### src/rtl/core/act_pkg.sv
// Shared types, widths and codes of the access code table.
// No dependencies; used by the top level and by its checker.
package act_pkg;

  localparam int TABLE_DEPTH_DEF = 32;
  localparam int VALUE_CHARS_DEF = 16;

  localparam int FUNC_W   = 2;
  localparam int TYPE_W   = 8;
  localparam int WORD_W   = 64;
  localparam int KB_W     = 2;
  localparam int RELAY_W  = 2;
  localparam int STATUS_W = 3;
  localparam int TOTAL_W  = 6;

  // Characters held in the two value words, one byte each.
  localparam int VALUE_BYTES = 2 * WORD_W / 8;
  localparam int VALUE_W     = 2 * WORD_W;

  localparam logic [FUNC_W-1:0] FUNC_LOOKUP = 2'd0;
  localparam logic [FUNC_W-1:0] FUNC_ADD    = 2'd1;
  localparam logic [FUNC_W-1:0] FUNC_CLEAR  = 2'd2;

  localparam logic [STATUS_W-1:0] ST_OK           = 3'd0;
  localparam logic [STATUS_W-1:0] ST_FULL         = 3'd1;
  localparam logic [STATUS_W-1:0] ST_BAD_KEYBOARD = 3'd2;
  localparam logic [STATUS_W-1:0] ST_BAD_RELAY    = 3'd3;
  localparam logic [STATUS_W-1:0] ST_EMPTY        = 3'd4;
  localparam logic [STATUS_W-1:0] ST_DUPLICATE    = 3'd5;

  localparam logic [KB_W-1:0]    KB_ANY    = 2'd0;
  localparam logic [KB_W-1:0]    KB_MAX    = 2'd2;
  localparam logic [RELAY_W-1:0] RELAY_ONE = 2'd1;
  localparam logic [RELAY_W-1:0] RELAY_TWO = 2'd2;
  localparam logic [RELAY_W-1:0] RELAY_NONE = 2'd0;

  // One table row as stored in the entry memory.
  typedef struct packed {
    logic [TYPE_W-1:0]  type_code;
    logic [VALUE_W-1:0] value;
    logic [KB_W-1:0]    keyboard;
    logic [RELAY_W-1:0] relay;
  } entry_t;

endpackage

### src/rtl/core/access_code_table.sv
// Access code table: lookup, add and clear over a table of credentials.
// A clear, the unused func and a rejected add go straight to the done state; a lookup or a
// clean add scans rows 0 .. count-1 in order, one entry memory row per cycle, and stops at
// the first hit. The result is registered in the done state once the output register is free.
// Items: one at a time; the next item is taken once the result is registered,
// even while that result still waits for out_ready.
// Reset (rst, synchronous): empties the table, clears legacy_format and out_valid, returns to idle.
module access_code_table #(
  parameter int TABLE_DEPTH = act_pkg::TABLE_DEPTH_DEF,
  parameter int VALUE_CHARS = act_pkg::VALUE_CHARS_DEF
) (
  input  logic                         clk,
  input  logic                         rst,
  // Configuration write channel (legacy_format).
  input  logic                         cfg_valid,
  output logic                         cfg_ready,
  input  logic                         cfg_data,
  // Input item channel.
  input  logic                         in_valid,
  output logic                         in_ready,
  input  logic [act_pkg::FUNC_W-1:0]   func,
  input  logic [act_pkg::TYPE_W-1:0]   type_code,
  input  logic [act_pkg::WORD_W-1:0]   value_low,
  input  logic [act_pkg::WORD_W-1:0]   value_high,
  input  logic [act_pkg::KB_W-1:0]     keyboard,
  input  logic [act_pkg::RELAY_W-1:0]  relay_in,
  // Result item channel.
  output logic                         out_valid,
  input  logic                         out_ready,
  output logic [act_pkg::STATUS_W-1:0] status,
  output logic                         found,
  output logic [act_pkg::RELAY_W-1:0]  relay_out,
  output logic [act_pkg::TOTAL_W-1:0]  entry_total
);

  import act_pkg::*;

  // The count must hold TABLE_DEPTH itself; the address only the rows.
  localparam int CNT_W   = $clog2(TABLE_DEPTH + 1);
  localparam int AW      = (TABLE_DEPTH > 1) ? $clog2(TABLE_DEPTH) : 1;
  localparam int ENTRY_W = $bits(entry_t);

  localparam logic [1:0] S_IDLE = 2'd0;
  localparam logic [1:0] S_SCAN = 2'd1;
  localparam logic [1:0] S_DONE = 2'd2;

  logic [1:0]          state;
  logic                legacy;
  logic [CNT_W-1:0]    count;

  // The item under work, captured with its value already normalized.
  logic [FUNC_W-1:0]   cur_func;
  entry_t              cur;

  // Scan pipeline: scan_idx is the next row to read, pend marks that the
  // row read in the previous cycle is on the memory output now.
  logic [CNT_W-1:0]    scan_idx;
  logic                pend;

  // Result held until the output register is free.
  logic [STATUS_W-1:0] res_status;
  logic                res_found;
  logic [RELAY_W-1:0]  res_relay;

  logic [VALUE_W-1:0]  val_in;
  logic [VALUE_W-1:0]  val_norm;
  logic                in_acc;
  logic                full;
  logic                re;
  logic                we;
  logic                hit;
  logic                scan_end;
  logic                key_eq;
  logic                kb_ok;
  logic [ENTRY_W-1:0]  rdata;
  entry_t              rd_entry;

  assign cfg_ready = 1'b1;
  assign in_ready  = (state == S_IDLE);
  assign in_acc    = in_valid && in_ready;
  assign full      = (count >= CNT_W'(TABLE_DEPTH));

  // A value is a zero-terminated string: once a zero character or the
  // character limit is reached, every later character reads as zero.
  assign val_in = {value_high, value_low};

  always_comb begin
    logic live;
    live     = 1'b1;
    val_norm = '0;
    for (int i = 0; i < VALUE_BYTES; i++) begin
      live = live && (i < VALUE_CHARS) && (val_in[i*8 +: 8] != 8'd0);
      val_norm[i*8 +: 8] = live ? val_in[i*8 +: 8] : 8'd0;
    end
  end

  // Row compare against the memory output. A lookup accepts a row stored
  // for any keyboard, for the asked keyboard, or any row in legacy format;
  // the duplicate check of an add needs the exact keyboard.
  assign rd_entry = entry_t'(rdata);
  assign key_eq   = (rd_entry.type_code == cur.type_code) && (rd_entry.value == cur.value);
  assign kb_ok    = (cur_func == FUNC_LOOKUP) ?
                    (legacy || (rd_entry.keyboard == KB_ANY) ||
                     (rd_entry.keyboard == cur.keyboard)) :
                    (rd_entry.keyboard == cur.keyboard);
  assign hit      = pend && key_eq && kb_ok;

  // Read rows 0 .. count-1 in order and stop at the first hit, so a row
  // that was never written is never read.
  assign re       = (state == S_SCAN) && (scan_idx < count) && !hit;
  assign scan_end = (state == S_SCAN) && (hit || (!pend && (scan_idx >= count)));

  // A successful add appends at the current count; the next item cannot
  // start its scan before this write has landed.
  assign we = scan_end && (cur_func == FUNC_ADD) && !hit;

  act_ram #(
    .WIDTH (ENTRY_W),
    .DEPTH (TABLE_DEPTH),
    .AW    (AW)
  ) u_act_ram (
    .clk   (clk),
    .we    (we),
    .waddr (count[AW-1:0]),
    .wdata (cur),
    .re    (re),
    .raddr (scan_idx[AW-1:0]),
    .rdata (rdata)
  );

  always_ff @(posedge clk) begin
    if (rst) begin
      state     <= S_IDLE;
      legacy    <= 1'b0;
      count     <= '0;
      pend      <= 1'b0;
      out_valid <= 1'b0;
    end else begin
      if (cfg_valid && cfg_ready) begin
        legacy <= cfg_data;
      end
      pend <= re;
      if (re) begin
        scan_idx <= scan_idx + 1'b1;
      end
      // In the done state the hand-over below owns out_valid.
      if (out_valid && out_ready && (state != S_DONE)) begin
        out_valid <= 1'b0;
      end

      case (state)
        S_IDLE: begin
          if (in_acc) begin
            cur_func       <= func;
            cur.type_code  <= type_code;
            cur.value      <= val_norm;
            cur.keyboard   <= keyboard;
            cur.relay      <= relay_in;
            scan_idx       <= '0;
            res_found      <= 1'b0;
            res_relay      <= RELAY_NONE;
            case (func)
              FUNC_LOOKUP: begin
                res_status <= ST_OK;
                state      <= S_SCAN;
              end
              FUNC_ADD: begin
                // Operand checks in priority order; only a clean add scans
                // the table for a duplicate.
                if (full) begin
                  res_status <= ST_FULL;
                  state      <= S_DONE;
                end else if (keyboard > KB_MAX) begin
                  res_status <= ST_BAD_KEYBOARD;
                  state      <= S_DONE;
                end else if ((relay_in != RELAY_ONE) && (relay_in != RELAY_TWO)) begin
                  res_status <= ST_BAD_RELAY;
                  state      <= S_DONE;
                end else if (val_norm[7:0] == 8'd0) begin
                  res_status <= ST_EMPTY;
                  state      <= S_DONE;
                end else begin
                  res_status <= ST_OK;
                  state      <= S_SCAN;
                end
              end
              FUNC_CLEAR: begin
                res_status <= ST_OK;
                count      <= '0;
                state      <= S_DONE;
              end
              default: begin
                res_status <= ST_OK;
                state      <= S_DONE;
              end
            endcase
          end
        end
        S_SCAN: begin
          if (scan_end) begin
            if (cur_func == FUNC_LOOKUP) begin
              res_found <= hit;
              res_relay <= hit ? rd_entry.relay : RELAY_NONE;
            end else if (hit) begin
              res_status <= ST_DUPLICATE;
            end else begin
              count <= count + 1'b1;
            end
            state <= S_DONE;
          end
        end
        S_DONE: begin
          // Hand the result over once the output register is free.
          if (!out_valid || out_ready) begin
            status      <= res_status;
            found       <= res_found;
            relay_out   <= res_relay;
            entry_total <= TOTAL_W'(count);
            out_valid   <= 1'b1;
            state       <= S_IDLE;
          end
        end
        default: begin
          state <= S_IDLE;
        end
      endcase
    end
  end

endmodule

### src/rtl/core/act_ram.sv
// Generic single-port-write, single-port-read RAM with a registered read.
// No dependencies.
module act_ram #(
  parameter int WIDTH = 8,
  parameter int DEPTH = 32,
  parameter int AW    = (DEPTH > 1) ? $clog2(DEPTH) : 1
) (
  input  logic             clk,
  input  logic             we,
  input  logic [AW-1:0]    waddr,
  input  logic [WIDTH-1:0] wdata,
  input  logic             re,
  input  logic [AW-1:0]    raddr,
  output logic [WIDTH-1:0] rdata
);

  logic [WIDTH-1:0] mem [DEPTH];

  always_ff @(posedge clk) begin
    if (we) begin
      mem[waddr] <= wdata;
    end
    if (re) begin
      rdata <= mem[raddr];
    end
  end

endmodule

### config.mk
export PLATFORM = sky130hd
export DESIGN_NAME = access_code_table
export DESIGN_NICKNAME = d
export VERILOG_FILES = /design/src/rtl/core/act_pkg.sv /design/src/rtl/core/access_code_table.sv /design/src/rtl/core/act_ram.sv
export SDC_FILE = /design/constraint.sdc
export NUM_CORES = 2
export LEC_CHECK = 0
export BUFFER_PORTS_ARGS = -buffer_cell sky130_fd_sc_hd__buf_2
export CAP_MARGIN = 30
export CELL_PAD_IN_SITES_DETAIL_PLACEMENT = 0
export CELL_PAD_IN_SITES_GLOBAL_PLACEMENT = 1
export CORE_UTILIZATION = 56
export DETAILED_ROUTE_END_ITERATION = 6
export GPL_TIMING_DRIVEN = 1
export PLACE_DENSITY_LB_ADDON = 0.1
export SLEW_MARGIN = 20
export SYNTH_ARGS = -nofsm -noshare
export SYNTH_HDL_FRONTEND = slang
export SYNTH_HIERARCHICAL = 1
export SYNTH_MEMORY_MAX_BITS = 65536
export SYNTH_SLANG_ARGS = --single-unit
### constraint.sdc
create_clock -name clk -period 12 [get_ports clk]
set_input_delay 1.2 -clock clk [delete_from_list [all_inputs] [get_ports clk]]
set_output_delay 1.2 -clock clk [all_outputs]
set_load 0.005 [all_outputs]
# After elaboration in Yosys (flattened, before gate mapping)
# Memory sizes are Yosys's and may differ from the RTL's. A register that Yosys moved wholly into a read port is not among the register bits.
# Index checks and enable logic that the tools add are counted.
dict set report word_totals {
  ramBits 4480
  n_memories 1
  elab_cells 167
  in_bits 148
  regBits 177
}
dict set report op_classes {
  order_cmp 4
  bitwise 1
  mux 44
  eq_ne 19
  n_addsub 2
  n_reduce_logical 63
}
# name words word_bits read_ports rd_ports_with_merged_regs wr line
set mem_list {}
lappend mem_list {u_act_ram.mem 32 140 1 1 1 act_ram.sv:17} ;# logic [WIDTH-1:0] mem [DEPTH];
# operator n
set ops {}
lappend ops {{128-bit == test} 1}
lappend ops {{8-bit nonzero test} 16}
lappend ops {{6-bit two-way mux} 8}
lappend ops {{1-bit logical AND} 28}
lappend ops {{3-bit two-way mux} 9}
lappend ops {{2-bit two-way mux} 11}
lappend ops {{2-bit inequality test (second input constant)} 7}
lappend ops {{6-bit by 1-bit adder with 6-bit output (second input constant)} 2}
lappend ops {{6-bit one-hot mux with 2 select lines} 1}
lappend ops {{6-bit AND reduction} 2}
lappend ops {{1-bit two-way mux} 9}
lappend ops {{3-bit AND reduction} 3}
lappend ops {{8-bit == test} 1}
lappend ops {{2-bit logical NOT} 4}
lappend ops {{8-bit logical NOT} 1}
lappend ops {{8-bit two-way mux} 1}
lappend ops {{2-bit by 1-bit inequality test with 1-bit output (second input constant)} 4}
lappend ops {{2-bit one-hot mux with 2 select lines} 2}
lappend ops {{2-bit by 1-bit == test with 1-bit output (second input constant)} 3}
lappend ops {{6-bit >= comparator} 1}
lappend ops {{6-bit >= comparator (second input constant)} 1}
lappend ops {{6-bit less-than comparator} 1}
lappend ops {{2-bit one-hot mux with 3 select lines} 1}
lappend ops {{3-bit one-hot mux with 2 select lines} 1}
lappend ops {{9 further kinds} 15}

# Logic depth before layout (Yosys ltp)
dict set report depth {
  depth_word 16
  depth_mapped 12
  depth_no_buf 10
}

# Cells and area by module
# Netlist, hierarchy kept.
# mod cells_per_inst n_inst area_per_inst_um2 seq_area_each_um2
set by_module_without_submodules {}
lappend by_module_without_submodules {act_ram 7155 1 171479.5 138733.1}
lappend by_module_without_submodules {access_code_table 728 1 8824.7 5205.0}

# Worst setup path before layout
# No wires, ideal clock.
dict set report synth_path {
  path_type {reg-to-reg}
  start {reg cur[35] (netlist name)}
  end {mem u_act_ram/mem[12][0] (netlist name), enable pin}
  arrival_ns 8.333
  setup_time_ns 0.642
  t_required_ns 11.358
  synth_period_minus_slack_ns 8.975
  stages_incl_launch_ff 13
  slack_ns 3.025
  path_cell_list {edfxtp_1 inv_1 o2bb2ai_1 a221o_1 nor4_1 nand3_1 nor4_2 buf_4 nor2_4 and4b_1 or3b_2 clkbuf_1 nor2_1}
}
dict set report synth_via {
  elab_chain_cells 10
  word_cells_on_any_way 11
}
# item line
set synth_rtl {}
lappend synth_rtl {{from (decl)} access_code_table.sv:53} ;# entry_t cur;
lappend synth_rtl {{128-bit == test (*)} access_code_table.sv:101} ;# assign key_eq = (rd_entry.type_code == cur.type_code) && (rd_entry.value == cur.value);
lappend synth_rtl {{1-bit logical AND (*)} access_code_table.sv:101}
lappend synth_rtl {{1-bit logical AND (*) (2 in a row)} access_code_table.sv:106} ;# assign hit = pend && key_eq && kb_ok;
lappend synth_rtl {{1-bit logical OR} access_code_table.sv:111} ;# assign scan_end = (state == S_SCAN) && (hit || (!pend && (scan_idx >= count)));
lappend synth_rtl {{1-bit logical AND} access_code_table.sv:111}
lappend synth_rtl {{1-bit logical AND} access_code_table.sv:115} ;# assign we = scan_end && (cur_func == FUNC_ADD) && !hit;
lappend synth_rtl {{1-bit logical AND (*)} access_code_table.sv:115}
lappend synth_rtl {{via we} access_code_table.sv:70} ;# logic we;
lappend synth_rtl {{1-bit two-way mux (*)} act_ram.sv:20} ;# if (we) begin
lappend synth_rtl {{1-bit two-way mux (not written as such) (*)} act_ram.sv:21} ;# mem[waddr] <= wdata;
lappend synth_rtl {{to (decl)} act_ram.sv:17}
# The timed path passes the listed nets; every way through them passes the cells marked *.

# Worst setup path in the final report
dict set report layout_path {
  start {reg cur[60] (netlist name)}
  end {mem u_act_ram/mem[24][72] (netlist name), enable pin}
}
# Same word-level chain as after synthesis.

==> results list <==
- Final hold slack: 407 ps
* Number of buffer cells added on primary ports: about 160
- Predominant post-synthesis flop cell: edfxtp_1
- In the final routed layout, each cell accounts on average for 38.6 µm.
- Yosys mapped a number of flops with a built-in enable equal to 4786.
- Number of global-route vias before repair: 88341
* Hold_buf cts: 0
- Final Net Count: 8611
- Each instance of the synthesized netlist takes up on average 22.9 µm².
- Summed over all failing endpoints, the final setup total negative slack is 0 ps.
- The worst path needs 7730 ps of the cycle, external delays included.
* Xor/xnor cell area share of the yosys netlist: 0.00510
* Core Footprint: approximately 0.32 mm²
- Post-DP HPWL: 266 mm
- In this run the static leakage power is 63.4 nW.
- The checks that failed: DRC.
- Total nets after synthesis: about 8000
- Adder-Cell Fraction of Synth Area: 0.000625
* Clk slew on worst S/H paths: about 60 ps
- Width of the chip: 569 µm
* Ys async rst share: 0
- Final Hold Fails: 0
- Proportion of synthesized area in mux cells: 0.138
- Worst path arrival time: 8320 ps
- Period utilization: 0.644
- After detailed routing, the total wire length is 508 mm.
* Post-cts gate resize count: 0
- In this run the deepest clock path goes through 4 buffers.
* DIE HEIGHT: 569 µm
* Actual transition at the worst max-transition pin: 1160 ps
* Count of clock tree sinks: 4797
* Post-synthesis share of cell area spent on and, or, nand and nor gates: 0.0180
- TritonCTS clock tree: done
* Register bit total from synthesis: 4797
- Total track usage: 0.315
- Unrepaired setup endpoints after global routing: false
* Startpoint-to-endpoint class of the critical path: flop to flop
- Total of warnings raised by yosys: 6
- The initialized floorplan defines 207 standard-cell rows.
* Initial DRC count: 12035
* Launch point of the worst hold path: type_code[7]
- Global-route wire length before repair: 702 mm
* CTS H-tree lvls: 5
- The count of pins over their slew limit came to 0.
* Mapped Cells: 7883
- Summing over every cut layer, the via total after detailed routing is 89601.
- The total overflow left after global routing is 0.
- Maximum ir drop on the vdd rail: 0.147 mV
- The worst setup path is captured at a flop.
- Number of DRC violations after detailed routing: 2
- Dominant combinational cell family by area after synthesis: multiplexers
- Entering global routing, the biggest net connects 122 pins.
* Filler cell count: 21308
* Launching point of the worst reg2reg path: cur[60]$_SDFFCE_PN0P_
* Worst path required time: between 10000 and 15000 ps
- Measured against its own limit, the worst slew margin works out to 0.227.
- For this run, the register share of the synthesized area comes to 0.798.
- Initial antenna violation count: 23
- Library cells used by synthesis: 65
- Clock tree root buffer cell: clkbuf_16
- Count of maximum capacitance violations: 0
- Layout cell share with drive strength beyond 1: 0.255
- Max Clk Rate: 129 MHz
* Number of buffers created by CTS: ~470
- The worst setup path is launched from a flop.
- Setup violations remaining at the end of the flow were counted as 0.
* Launching element of the worst setup path: cur[60]$_SDFFCE_PN0P_
- During I/O placement, the number of pins put on the boundary was about 160.
* Total standard cell area after synthesis: 0.180 mm²
- The initial utilization of the core area, before any placement, comes to 0.565.
* Max Fanout on Critical Path: 33
- Count of TritonRoute iterations in the first routing pass: 7
- Using the TritonRoute via totals, the vias-per-cell ratio works out to slightly below 7.
- For the worst-skew pair, the clock arrives at the later sink with an insertion delay of 1000 ps.
* Compound-Gate Fraction of Synth Area: 0.0262
- The path class of the tightest hold or removal check is primary input to flop.
- Cell Pwr Density: 173 mW/mm²
- Count of buffers added by post-CTS timing repair for setup: 0
- Routability cong.: between 0.8 and 0.9
* Largest clock skew in the final design: ~44 ps
* Relative area change from synthesis to final layout: 12.9%
* Residual antenna-violating net count after detailed routing: 0
- The floorplan step defined a die boundary enclosing 0.324 mm².
- Outcome: finished, violations left
-- worst max-delay path, cell delays in order, from the launching register on --
cell and delay (ps):
edfxtp_1 960, xor2_1 570, nor4_2 250, buf_4 210, nand4_1 170, nor2_1 130, nand4_1 300, nor4_4 190
buf_4 230, nor2_4 230, and4b_1 350, or3b_2 700, nor2_4 620, buf_4 750, buf_4 770, buf_4 720
-- metal layers --
layer / vias up / track usage / wire length (µm)
met1: 48965 / 0.460 / 201000
met5: - / 0 / 0
met4: 0 / 0.0880 / 14600
li1: 35022 / - / -
met2: 4902 / 0.499 / 244000
met3: 712 / 0.0506 / 49000
-- synth_stat cells, types with 5 or more instances --
library cell,number,area share
clkbuf_1,117,0.0024
a22oi_1,195,0.0081
buf_2,170,0.0047
a22o_1,5,0.00024
buf_1,27,0.00056
nor3_1,5,0.00014
dfxtp_1,11,0.0012
and2_1,99,0.0034
o22ai_1,445,0.015
nand2_1,33,0.00069
xnor2_1,53,0.0026
mux2i_1,258,0.014
o21ai_0,7,0.00019
buf_4,70,0.0029
a21oi_1,17,0.00047
nand4_1,48,0.0017
nor4_1,157,0.0054
nor2_1,50,0.0010
and3_1,31,0.0011
xor2_1,52,0.0025
buf_6,30,0.0019
nand3b_1,6,0.00025
mux4_2,992,0.12
nor2b_1,8,0.00028
nand3_1,84,0.0023
edfxtp_1,4786,0.80
ha_1,9,0.00062
inv_1,46,0.00096
a221o_1,6,0.00033
-- path summary, 6_finish.rpt --
| path | to | slack [ps] | depth (start not counted) |
|---|---|---|---|
| worst max register to register | u_act_ram/mem[24][72]$_DFFE_PP_ | 4270 | 15 |
| worst max-delay path | u_act_ram/mem[24][72]$_DFFE_PP_ | 4270 | 15 |
| worst min register to register | relay_out[0]$_DFFE_PP_ | 420 | 0 |
| worst min-delay path | cur[139]$_DFFE_PP_ | 410 | 1 |
-- logic make-up after synthesis --
kind of cell	after synthesis
mux	1250
other cells	1
compound gates	704
simple gates	555
xor+xnor	105
buf+inv	462
fa+ha+maj	9
flops	4797
-- report_power, final --
part | internal (mW) | total, mW | switching (mW) | leakage, nW
Combinational | 0.789 | 2.05 | 1.26 | 12.9
Sequential | 18.5 | 18.6 | 0.0753 | 43.2
Clock | 8.29 | 14.5 | 6.24 | 7.40
-- final cells by class --
type                            count  area, µm²  area share
Antenna cell                       13       32.5    0.000160
Multi-Input combinational cell   2624      34400       0.169
Inverter                           47        184    0.000903
Clock buffer                      575      12400      0.0608
Clock inverter                    298       2720      0.0133
Timing Repair Buffer              512       4540      0.0223
Tap cell                         4284       5360      0.0263
Sequential cell                  4797     144000       0.707
-- flip-flops by register name, summed over array words and instances (netlist names) --
name             cells
res_status           3
legacy               1
res_relay            2
cur_func             2
relay_out            2
u_act_ram/rdata    140
entry_total          6
cur                140
out_valid            1
state                2
count                6
found                1
res_found            1
u_act_ram/mem     4480
scan_idx             6
pend                 1
status               3
-- through the flow --
stage / setup WS [ps] / std cells / utilization / instance area [µm²] / power, mW
3_3_place_gp: 4070 / 12191 / 0.587 / 187000 / 20.9
5_1_grt: 4210 / 13144 / 0.638 / 204000 / 36.0
4_1_cts: 4320 / 13095 / 0.636 / 203000 / 35.3
2_1_floorplan: 3030 / 7883 / - / 180000 / 20.2
6_report: 4270 / 13150 / 0.638 / 204000 / 35.1
3_5_place_dp: 4350 / 12222 / 0.589 / 188000 / 21.0
-- cell usage in the layout (no fill, tap or decap), types with 46 or more instances in the layout --
master / n
clkbuf_16: 480
mux2i_1: 258
buf_4: 247
nand3_1: 84
xnor2_1: 53
nor4_1: 140
a22oi_1: 195
buf_2: 166
mux4_2: 992
and2_1: 98
bufinv_16: 46
clkinv_1: 112
edfxtp_1: 4786
buf_12: 46
clkbuf_1: 95
o22ai_1: 445
inv_1: 46
xor2_1: 52
nand4_1: 48
clkinv_2: 105
Note: power is estimated with default switching activity, not from simulation.
